[src/hw/rtl/rhts_pkg.sv]
// Shared constants, codes and types of the railcar holding-track sorter.
`default_nettype none
package rhts_pkg;

    localparam int TRACKS        = 16;
    localparam int TRACK_DEPTH   = 64;

    localparam int TRACK_W       = $clog2(TRACKS);
    localparam int DEPTH_W       = $clog2(TRACK_DEPTH);
    localparam int FILL_W        = $clog2(TRACK_DEPTH + 1);
    localparam int ADDR_W        = TRACK_W + DEPTH_W;
    localparam int RAM_DEPTH     = TRACKS * (2 ** DEPTH_W);

    localparam int CMD_W         = 2;
    localparam int CAR_W         = 10;
    localparam int TOTAL_W       = 11;
    localparam int STATUS_W      = 3;
    localparam int TRACK_FIELD_W = 4;

    typedef enum logic [CMD_W-1:0] {
        CMD_LOAD  = 2'd0,
        CMD_DRAIN = 2'd1,
        CMD_CLEAR = 2'd2,
        CMD_NONE  = 2'd3
    } t_cmd;

    typedef enum logic [STATUS_W-1:0] {
        STS_PLACED    = 3'd0,
        STS_RELEASED  = 3'd1,
        STS_NO_ROOM   = 3'd2,
        STS_NOT_FOUND = 3'd3,
        STS_ALL_DONE  = 3'd4,
        STS_CLEARED   = 3'd5
    } t_status;

    typedef struct packed {
        t_status                  status;
        logic [TRACK_FIELD_W-1:0] track;
        logic [CAR_W-1:0]         car;
    } t_result;

    typedef struct packed {
        logic              en;
        logic [ADDR_W-1:0] addr;
        logic [CAR_W-1:0]  data;
    } t_ram_wr;

    typedef struct packed {
        logic              en;
        logic [ADDR_W-1:0] addr;
    } t_ram_rd;

endpackage
`default_nettype wire

[src/hw/rtl/rhts_ctrl.sv]
// Track bookkeeping: tail/head compare, pointer update and head refill.
`default_nettype none
module rhts_ctrl (
    input  wire logic                          i_clk,
    input  wire logic                          i_rst_n,
    input  wire logic                          i_req,
    input  wire rhts_pkg::t_cmd                i_cmd,
    input  wire logic [rhts_pkg::CAR_W-1:0]    i_car,
    input  wire logic [rhts_pkg::TOTAL_W-1:0]  i_car_total,
    output logic                               o_busy,
    output logic                               o_res_valid,
    output rhts_pkg::t_result                  o_res,
    output rhts_pkg::t_ram_wr                  o_ram_wr,
    output rhts_pkg::t_ram_rd                  o_ram_rd,
    input  wire logic [rhts_pkg::CAR_W-1:0]    i_ram_rdata
);

    localparam int SUM_W = rhts_pkg::FILL_W + 1;

    typedef enum logic {
        S_IDLE,
        S_REFILL
    } t_state;

    t_state                            r_state, n_state;
    logic [rhts_pkg::DEPTH_W-1:0]      r_head_ptr [rhts_pkg::TRACKS];
    logic [rhts_pkg::FILL_W-1:0]       r_fill     [rhts_pkg::TRACKS];
    logic [rhts_pkg::CAR_W-1:0]        r_tail     [rhts_pkg::TRACKS];
    logic [rhts_pkg::CAR_W-1:0]        r_head_val [rhts_pkg::TRACKS];
    logic [rhts_pkg::TOTAL_W-1:0]      r_next_exp;
    logic [rhts_pkg::TRACK_W-1:0]      r_refill_trk;

    logic [rhts_pkg::TRACKS-1:0]       ld_qual, dr_hit;
    logic                              ld_found, dr_found, dr_done;
    logic [rhts_pkg::TRACK_W-1:0]      ld_idx, dr_idx;
    logic [SUM_W-1:0]                  slot_sum;
    logic [rhts_pkg::DEPTH_W-1:0]      ld_slot, dr_next_head;
    logic                              do_load, do_pop, do_clear, do_refill;

    // per-track qualification, all tracks in parallel
    always_comb begin
        for (int t = 0; t < rhts_pkg::TRACKS; t++) begin
            ld_qual[t] = (r_fill[t] < rhts_pkg::FILL_W'(rhts_pkg::TRACK_DEPTH)) &&
                         ((r_fill[t] == '0) || (r_tail[t] < i_car));
            dr_hit[t]  = (r_fill[t] != '0) &&
                         ({1'b0, r_head_val[t]} == r_next_exp);
        end
    end

    // lowest-numbered track wins
    always_comb begin
        ld_found = 1'b0;
        ld_idx   = '0;
        dr_found = 1'b0;
        dr_idx   = '0;
        for (int t = rhts_pkg::TRACKS - 1; t >= 0; t--) begin
            if (ld_qual[t]) begin
                ld_found = 1'b1;
                ld_idx   = rhts_pkg::TRACK_W'(t);
            end
            if (dr_hit[t]) begin
                dr_found = 1'b1;
                dr_idx   = rhts_pkg::TRACK_W'(t);
            end
        end
    end

    // append slot = (head + fill) mod depth; sum stays below twice the depth
    always_comb begin
        slot_sum = SUM_W'(r_head_ptr[ld_idx]) + SUM_W'(r_fill[ld_idx]);
        if (slot_sum >= SUM_W'(rhts_pkg::TRACK_DEPTH)) begin
            ld_slot = rhts_pkg::DEPTH_W'(slot_sum - SUM_W'(rhts_pkg::TRACK_DEPTH));
        end else begin
            ld_slot = rhts_pkg::DEPTH_W'(slot_sum);
        end
        if (SUM_W'(r_head_ptr[dr_idx]) + SUM_W'(1) == SUM_W'(rhts_pkg::TRACK_DEPTH)) begin
            dr_next_head = '0;
        end else begin
            dr_next_head = r_head_ptr[dr_idx] + rhts_pkg::DEPTH_W'(1);
        end
    end

    assign dr_done   = r_next_exp > i_car_total;
    assign do_load   = i_req && (i_cmd == rhts_pkg::CMD_LOAD) && ld_found;
    assign do_pop    = i_req && (i_cmd == rhts_pkg::CMD_DRAIN) && !dr_done && dr_found;
    assign do_clear  = i_req && (i_cmd == rhts_pkg::CMD_CLEAR);
    // the new head only comes from memory when a car remains behind the popped one
    assign do_refill = do_pop && (r_fill[dr_idx] > rhts_pkg::FILL_W'(1));

    // result
    always_comb begin
        o_res_valid = i_req && (i_cmd != rhts_pkg::CMD_NONE);
        o_res       = '{status: rhts_pkg::STS_CLEARED, track: '0, car: '0};
        case (i_cmd)
            rhts_pkg::CMD_LOAD: begin
                if (ld_found) begin
                    o_res = '{status: rhts_pkg::STS_PLACED,
                              track:  rhts_pkg::TRACK_FIELD_W'(ld_idx),
                              car:    i_car};
                end else begin
                    o_res.status = rhts_pkg::STS_NO_ROOM;
                end
            end
            rhts_pkg::CMD_DRAIN: begin
                if (dr_done) begin
                    o_res.status = rhts_pkg::STS_ALL_DONE;
                end else if (dr_found) begin
                    o_res = '{status: rhts_pkg::STS_RELEASED,
                              track:  rhts_pkg::TRACK_FIELD_W'(dr_idx),
                              car:    r_head_val[dr_idx]};
                end else begin
                    o_res.status = rhts_pkg::STS_NOT_FOUND;
                end
            end
            default: begin
                o_res.status = rhts_pkg::STS_CLEARED;
            end
        endcase
    end

    assign o_ram_wr = '{en: do_load, addr: {ld_idx, ld_slot}, data: i_car};
    assign o_ram_rd = '{en: do_refill, addr: {dr_idx, dr_next_head}};
    assign o_busy   = (r_state == S_REFILL);

    always_comb begin
        n_state = r_state;
        case (r_state)
            S_IDLE:   n_state = do_refill ? S_REFILL : S_IDLE;
            S_REFILL: n_state = S_IDLE;
            default:  n_state = S_IDLE;
        endcase
    end

    always_ff @(posedge i_clk) begin
        if (!i_rst_n) begin
            r_state    <= S_IDLE;
            r_next_exp <= rhts_pkg::TOTAL_W'(1);
            for (int t = 0; t < rhts_pkg::TRACKS; t++) begin
                r_head_ptr[t] <= '0;
                r_fill[t]     <= '0;
                r_tail[t]     <= '0;
            end
        end else begin
            r_state <= n_state;
            if (do_clear) begin
                r_next_exp <= rhts_pkg::TOTAL_W'(1);
                for (int t = 0; t < rhts_pkg::TRACKS; t++) begin
                    r_head_ptr[t] <= '0;
                    r_fill[t]     <= '0;
                    r_tail[t]     <= '0;
                end
            end
            if (do_load) begin
                r_fill[ld_idx] <= r_fill[ld_idx] + rhts_pkg::FILL_W'(1);
                r_tail[ld_idx] <= i_car;
            end
            if (do_pop) begin
                r_head_ptr[dr_idx] <= dr_next_head;
                r_fill[dr_idx]     <= r_fill[dr_idx] - rhts_pkg::FILL_W'(1);
                r_next_exp         <= r_next_exp + rhts_pkg::TOTAL_W'(1);
            end
        end
    end

    // head value cache: written on first car, refilled from memory after a pop
    always_ff @(posedge i_clk) begin
        if (do_load && (r_fill[ld_idx] == '0)) begin
            r_head_val[ld_idx] <= i_car;
        end
        if (do_refill) begin
            r_refill_trk <= dr_idx;
        end
        if (r_state == S_REFILL) begin
            r_head_val[r_refill_trk] <= i_ram_rdata;
        end
    end

endmodule
`default_nettype wire

[config.mk]
export PLATFORM = sky130hd
export DESIGN_NAME = rhts_ctrl
export DESIGN_NICKNAME = d
export VERILOG_FILES = /design/src/hw/rtl/rhts_pkg.sv /design/src/hw/rtl/rhts_ctrl.sv
export SDC_FILE = /design/constraint.sdc
export NUM_CORES = 1
export LEC_CHECK = 0
export ABC_CLOCK_PERIOD_IN_PS = 19300
export BUFFER_PORTS_ARGS = -buffer_cell sky130_fd_sc_hd__buf_2
export CORE_MARGIN = 10
export CORE_UTILIZATION = 25
export DETAILED_ROUTE_END_ITERATION = 7
export GPL_ROUTABILITY_DRIVEN = 1
export MAX_ROUTING_LAYER = met4
export PLACE_DENSITY = 0.51
export SLEW_MARGIN = 20
export SYNTH_ARGS = -nofsm -noshare
export SYNTH_HDL_FRONTEND = slang
export SYNTH_SLANG_ARGS = --single-unit
[constraint.sdc]
create_clock -name i_clk -period 19.3 [get_ports i_clk]
set_input_delay 1.93 -clock i_clk [delete_from_list [all_inputs] [get_ports i_clk]]
set_output_delay 1.93 -clock i_clk [all_outputs]
set_load 0.02 [all_outputs]
==> summary.txt, run 1 <==
Syn. warnings - 0
post-cts sizing count - 0
Yosys top cell area share - 0.468
synthesized area per cell - 10.1 um2
synthesized area - 0.0342 mm2
multiplexer share of the synthesized area - 0.0756
vias in the first global route - 26900
postcts setup bufs - 0
RR Endpoint - r_head_ptr[5][2]
leading register cell type out of synthesis - edfxtp_1
starting density of the core - 0.252
compound-cell area share of the yosys netlist - 0.131
Hold EP - r_next_exp[1]
tightest hold margin - 0.488 ns
Buf/Inv on CP - 4
MaxCap Viol Count - 0
CORE AREA - 0.136 mm2
Worst Clk Skew - 0.0432 ns
Clock power frac - 0.409
GRT Overall Usage - 0.176
crit-path cells - buf_2, inv_2, buf_4, ha_1, and4_1, nand4_1, o221a_2, o21ai_0, a211oi_1, o211ai_1, nand2_1, o21ai_0, a2111oi_0, or4_4, ha_1, a21o_1, a21oi_1, o21bai_1, a21oi_1, xnor2_1, xnor2_1, buf_2
number of DRC markers in iteration 0 - 3265
Cells after Synth - 3367
Crit path arrival time - 8.74 ns
Leakage - 14.1 nW
crit path max fanout - 25
Final Slew Violations - 0
Layout Cells excl Fill - 5227
area leader, netlist - edfxtp_1
Final ANT Viol Nets - 0
CP delay by family, top - compound AO/OA/AOI/OAI gates
initial antenna violation count - 3
Critical Path RT - 17.37 ns
Top Ports - 87
critical path type - in -> out
total area of sequential cells - 0.0162 mm2
period utilization - 0.553
multi-input logic area - 0.0167 mm2
synth cell count leaders - edfxtp_1, nand2_1, nor2_1
Clock Tree Buf Depth - 3
startpoint types - input port
CP max stage cell - o21ai_0
Min-Delay Path Class - reg -> reg
crit-path max cell delay - 0.84 ns
dpl hpwl - 95600 um
Power Density - 79.1 mW/mm2
later-pin clock latency in the skew report - 0.65 ns
global-route wire length before repair - 194000 um
Seq cells post-synth - 544
Worst IR Drop VDD - 0.0456 mV
r2r setup slk - 11.75 ns
relative slew slack - 0.119
Sum Neg Setup Slack - 0 ns
syn nets - 3570
row count - 135
worst setup margin - 8.63 ns
top post-synthesis cells by area - edfxtp_1, ha_1, mux2i_1
combinational family with the most area after synthesis - simple AND/OR/NAND/NOR gates
fraction of layout cells with a size suffix above 1 - 0.140
Synth Area in Adders - 0.0614
CTS Hold Buffers Added - 0
post-layout util - 0.286
pin slew with the least headroom to its limit - 1.31 ns
number of synthesized flops with an enable pin - 532
CTS tree - built
largest net degree at the start of global routing - 54
Reg clk slew, reported paths - 0.06 ns
area grow syn2layout - 13.7%
port bufs - 86
Final min period - 10.67 ns
Seq/Total Area, Yosys - 0.475
DR pass1 iterations - 8
final setup vio count - 0
Comb pwr share - 0.147
routed vias - 28200
R2R cell count - 16
switching share of power - 0.289
total power - 3.07 mW
Max Freq - 93.7 MHz
status - completed
Die H - 390 um
final hold vios - 0
P_sw - 0.887 mW
Final Instance Area - 0.0388 mm2
Nets - 3593
Min-Delay Path Depth - 2
Post-Route WL - 136000 um
ys async rst share - 0
Clock Tree Root - clkbuf_16
pre-CTS WS - 8.68 ns
internal power - 2.19 mW
Sequential Power Share - 0.444
die width - 390 um
Reg-to-Reg Start - r_fill[10][4]
H-tree Lvls - 3
Via density - 5.40
Residual DRC - 0
Synth Area in XOR/XNOR - 0.0448
RD Place Congestion - 0.994
fill count - 14200
placed cell count - 5102
most frequent cell after synthesis - edfxtp_1
Overflow after GRT - 0
simple-gate share of the synthesized area - 0.169
Hold Path Origin - r_next_exp[1]
CTS buffer count - 66
post-DR wirelength/cell - 26.0 um
Critical Path Start - i_car[8]
placed cell area - 0.0367 mm2
full die area - 0.152 mm2
clk sinks - 544
unique cell type count in the Yosys netlist - 96
RSZ-0062 raised after global routing - no
crit path capture type - output pin
==> layout by cell type (no fill, tap or decap), types with 66 or more instances in the layout <==
| cell | instances |
|---|---|
| a211oi_1 | 84 |
| a21oi_1 | 133 |
| buf_2 | 86 |
| buf_4 | 114 |
| clkbuf_16 | 66 |
| edfxtp_1 | 532 |
| ha_1 | 166 |
| mux2_2 | 69 |
| mux2i_1 | 167 |
| nand2_1 | 379 |
| nor2_1 | 286 |
| nor3_1 | 230 |
| o21ai_0 | 222 |
| xor2_1 | 164 |
==> tightest hold or removal path, cell delays in order (launching register included) <==
cell and delay [ns]:
dfxtp_1 0.31, nand3_1 0.06, a21boi_0 0.07
==> registers in the layout (all words and copies together), names as in the netlist <==
signal,flops
o_busy,1
r_fill,112
r_head_ptr,96
r_head_val,160
r_next_exp,11
r_refill_trk,4
r_tail,160
==> area by class of cell <==
cell class / count / share of cell area
multi-input combinational: 2497 / 0.429
sequential: 544 / 0.418
tap: 1781 / 0.0574
clock buffer: 78 / 0.0442
timing repair buffer: 201 / 0.0335
clock inverter: 39 / 0.0103
inverter: 80 / 0.00780
antenna: 7 / 0.000451
==> power by group through the flow <==
stage               clock (mW)  sequential [mW]  combinational (mW)
floorplan                    0             1.37               0.271
global placement             0             1.39               0.445
detailed placement           0             1.39               0.448
CTS                       1.27             1.36               0.449
global route              1.32             1.37               0.483
finish                    1.26             1.36               0.451
==> metal layers <==
metal / part of all wire / GRT usage / vias to the layer above
li1: - / - / 12600
met1: 0.42 / 0.224 / 13900
met2: 0.45 / 0.271 / 1399
met3: 0.086 / 0.0362 / 322
met4: 0.048 / 0.0757 / 0
met5: 0 / - / -
==> worst max-delay path by stage <==
stage / to / depth (start not counted)
floorplan: o_ram_wr[15] / 27
global placement: o_ram_wr[15] / 26
detailed placement: o_ram_wr[15] / 26
CTS: o_ram_wr[15] / 26
global route: o_ram_wr[15] / 26
finish: o_ram_wr[15] / 22
==> cell families after synthesis <==
family | count (synthesis)
compound gates | 686
xor+xnor | 174
fa+ha+maj | 167
buf+inv | 326
flops | 544
mux | 242
simple gates | 1228
(Power assumes the default switching activity.)
==> inputs of run 2 (changes only) <==
--- a/config.mk
+++ b/config.mk
@@ -5,7 +5,7 @@
 export SDC_FILE = /design/constraint.sdc
 export NUM_CORES = 1
 export LEC_CHECK = 0
-export ABC_CLOCK_PERIOD_IN_PS = 19300
+export ABC_CLOCK_PERIOD_IN_PS = 10750
 export BUFFER_PORTS_ARGS = -buffer_cell sky130_fd_sc_hd__buf_2
 export CORE_MARGIN = 10
 export CORE_UTILIZATION = 25
==> constraint.sdc (replaced) <==
create_clock -name i_clk -period 10.75 [get_ports i_clk]
set_input_delay 1.075 -clock i_clk [delete_from_list [all_inputs] [get_ports i_clk]]
set_output_delay 1.075 -clock i_clk [all_outputs]
set_load 0.02 [all_outputs]
==> summary.txt, run 2 (synthesized netlist as in run 1, its figures left out) <==
fraction of layout cells with a size suffix above 1 - 0.138 (-0.00225)
CTS buffer count - 66 (unchanged)
pin slew with the least headroom to its limit - 1.25 ns (-0.0599 ns)
Worst IR Drop VDD - 0.0988 mV (+120%)
crit-path cells - buf_2, inv_2, ha_1, a22o_1, o41ai_1, a31oi_1, o311ai_0, o211ai_1, a21o_1, buf_4, inv_2, o221a_2, a2111oi_0, or4_4, ha_1, a21o_1, a21oi_1, o21bai_1, a21oi_1, xnor2_1, xnor2_1, buf_2
RD Place Congestion - 0.976 (-1.8%)
Final min period - 8.90 ns
post-cts sizing count - 0 (unchanged)
Final ANT Viol Nets - 0 (unchanged)
Clock Tree Root - clkbuf_16
CTS tree - built
clk sinks - 544 (unchanged)
total power - 5.62 mW (+83%)
Critical Path Start - i_car[5]
Reg-to-Reg Start - r_fill[15][3]
Worst Clk Skew - 0.0357 ns (-0.00757 ns)
DR pass1 iterations - 6 (-2)
relative slew slack - 0.159 (+0.0403)
Largest regs - r_head_val: 160 flops, r_tail: 160 flops, r_fill: 112 flops
crit-path max cell delay - 0.75 ns (-0.09 ns)
row count - 135 (unchanged)
Leakage - 14.1 nW (+0.24%)
vias in the first global route - 27000 (+0.22%)
Clock Tree Buf Depth - 3 (unchanged)
Residual DRC - 0 (unchanged)
Reg clk slew, reported paths - 0.06 ns (about the same)
CORE AREA - 0.136 mm2 (unchanged)
Crit path arrival time - 7.82 ns (-0.92 ns)
H-tree Lvls - 3 (unchanged)
Top Ports - 87 (unchanged)
CP max stage cell - inv_2
commonest non-fill, non-tap cell in the layout - edfxtp_1
crit path max fanout - 45 (+80%)
area grow syn2layout - 14.0%
RSZ-0062 raised after global routing - no
dpl hpwl - 98200 um (+2.8%)
Buf/Inv on CP - 5 (+1)
Power Density - 144 mW/mm2 (+82%)
most frequent cells in the layout - edfxtp_1, nand2_1, nor2_1
placed cell count - 5097 (-0.098%)
MaxCap Viol Count - 0 (unchanged)
postcts setup bufs - 0 (unchanged)
starting density of the core - 0.252 (unchanged)
worst setup margin - 1.85 ns (-6.77 ns)
P_sw - 1.61 mW (+81%)
Sum Neg Setup Slack - 0 ns (unchanged)
GRT Overall Usage - 0.180 (+0.00361)
Post-Route WL - 138000 um (+1.4%)
internal power - 4.01 mW (+84%)
Sequential Power Share - 0.436 (-0.008)
Final Instance Area - 0.0389 mm2 (+0.24%)
CP delay by family, top - compound AO/OA/AOI/OAI gates
initial antenna violation count - 4 (+1)
status - completed
port bufs - 86 (unchanged)
startpoint types - input port
Min-Delay Path Class - reg -> reg
global-route wire length before repair - 197000 um (+1.7%)
switching share of power - 0.286 (-0.00281)
Critical Path RT - 9.68 ns (-7.69 ns)
period utilization - 0.828
later-pin clock latency in the skew report - 0.65 ns (about the same)
largest net degree at the start of global routing - 74 (+37%)
post-DR wirelength/cell - 26.4 um (+1.5%)
number of DRC markers in iteration 0 - 3219 (-1.4%)
Nets - 3589 (-0.11%)
placed cell area - 0.0367 mm2 (about the same)
die width - 390 um (unchanged)
crit path capture type - output pin
Die H - 390 um (unchanged)
routed vias - 28000 (-0.84%)
CTS Hold Buffers Added - 0 (unchanged)
final setup vio count - 0 (unchanged)
Comb pwr share - 0.147 (about the same)
final hold vios - 0 (unchanged)
Via density - 5.36 (-0.73%)
Max Freq - 112 MHz
full die area - 0.152 mm2 (unchanged)
Overflow after GRT - 0 (unchanged)
critical path type - in -> out
Hold Path Origin - r_next_exp[3]
Clock power frac - 0.416 (+0.007)
pre-CTS WS - 1.77 ns (-6.91 ns)
Final Slew Violations - 0 (unchanged)
Layout Cells excl Fill - 5221 (-0.11%)
run 2: final cells by class:
| cell class | instances | area (um2) |
|---|---|---|
| Timing Repair Buffer | 197 | 1300 |
| Fill cell | 14200 | 96700 |
| Clock buffer | 82 | 1790 |
| Clock inverter | 37 | 423 |
| Sequential cell | 544 | 16200 |
| Tap cell | 1781 | 2230 |
| Antenna cell | 3 | 7.51 |
| Inverter | 80 | 303 |
| Multi-Input combinational cell | 2497 | 16700 |
run 2: worst register-to-register path, stage by stage (launching register included):
cell      delay (ns)
edfxtp_1        0.51
nor4_1          0.87
nand2_1         0.55
a31oi_1         0.26
o21ai_0         0.21
a211oi_1        0.29
o211ai_1        0.29
a21o_1          0.27
buf_4           0.24
inv_2           0.77
a221o_1         0.33
o211ai_1        0.17
nor2_1          0.40
ha_1            0.27
inv_1           0.06
a311o_1         0.32
xnor2_1         0.14
o21ai_1         0.71
buf_4           0.40
nor2_1          0.06
run 2: final timing paths:
| check | to | slack, ns | cells past startpoint |
|---|---|---|---|
| setup / recovery | o_ram_wr[15] | 1.85 | 22 |
| hold / removal | r_next_exp[3] | 0.58 | 2 |
| setup reg to reg | r_fill[8][4] | 3.34 | 19 |
| hold reg to reg | r_next_exp[3] | 0.58 | 2 |
run 2: power groups by stage:
stage | Sequential, mW | Clock [mW] | Combinational (mW)
after floorplan | 2.46 | 0 | 0.487
after global placement | 2.49 | 0 | 0.814
after detailed placement | 2.49 | 0 | 0.818
after CTS | 2.45 | 2.37 | 0.822
after global routing | 2.45 | 2.45 | 0.885
final | 2.45 | 2.34 | 0.829
run 2: layer usage:
metal / share of wire / wire length, um / global-route usage
met5: 0 / 0 / -
met4: 0.042 / 5800 / 0.0729
met3: 0.082 / 11200 / 0.0291
met2: 0.45 / 61600 / 0.273
met1: 0.43 / 59000 / 0.237
run 2: per-stage QoR:
step,hold slack [ns],utilization
global route,0.591,0.287
global placement,0.556,0.270
CTS,0.570,0.287
detailed placement,0.562,0.270
finish,0.583,0.287
floorplan,0.625,-
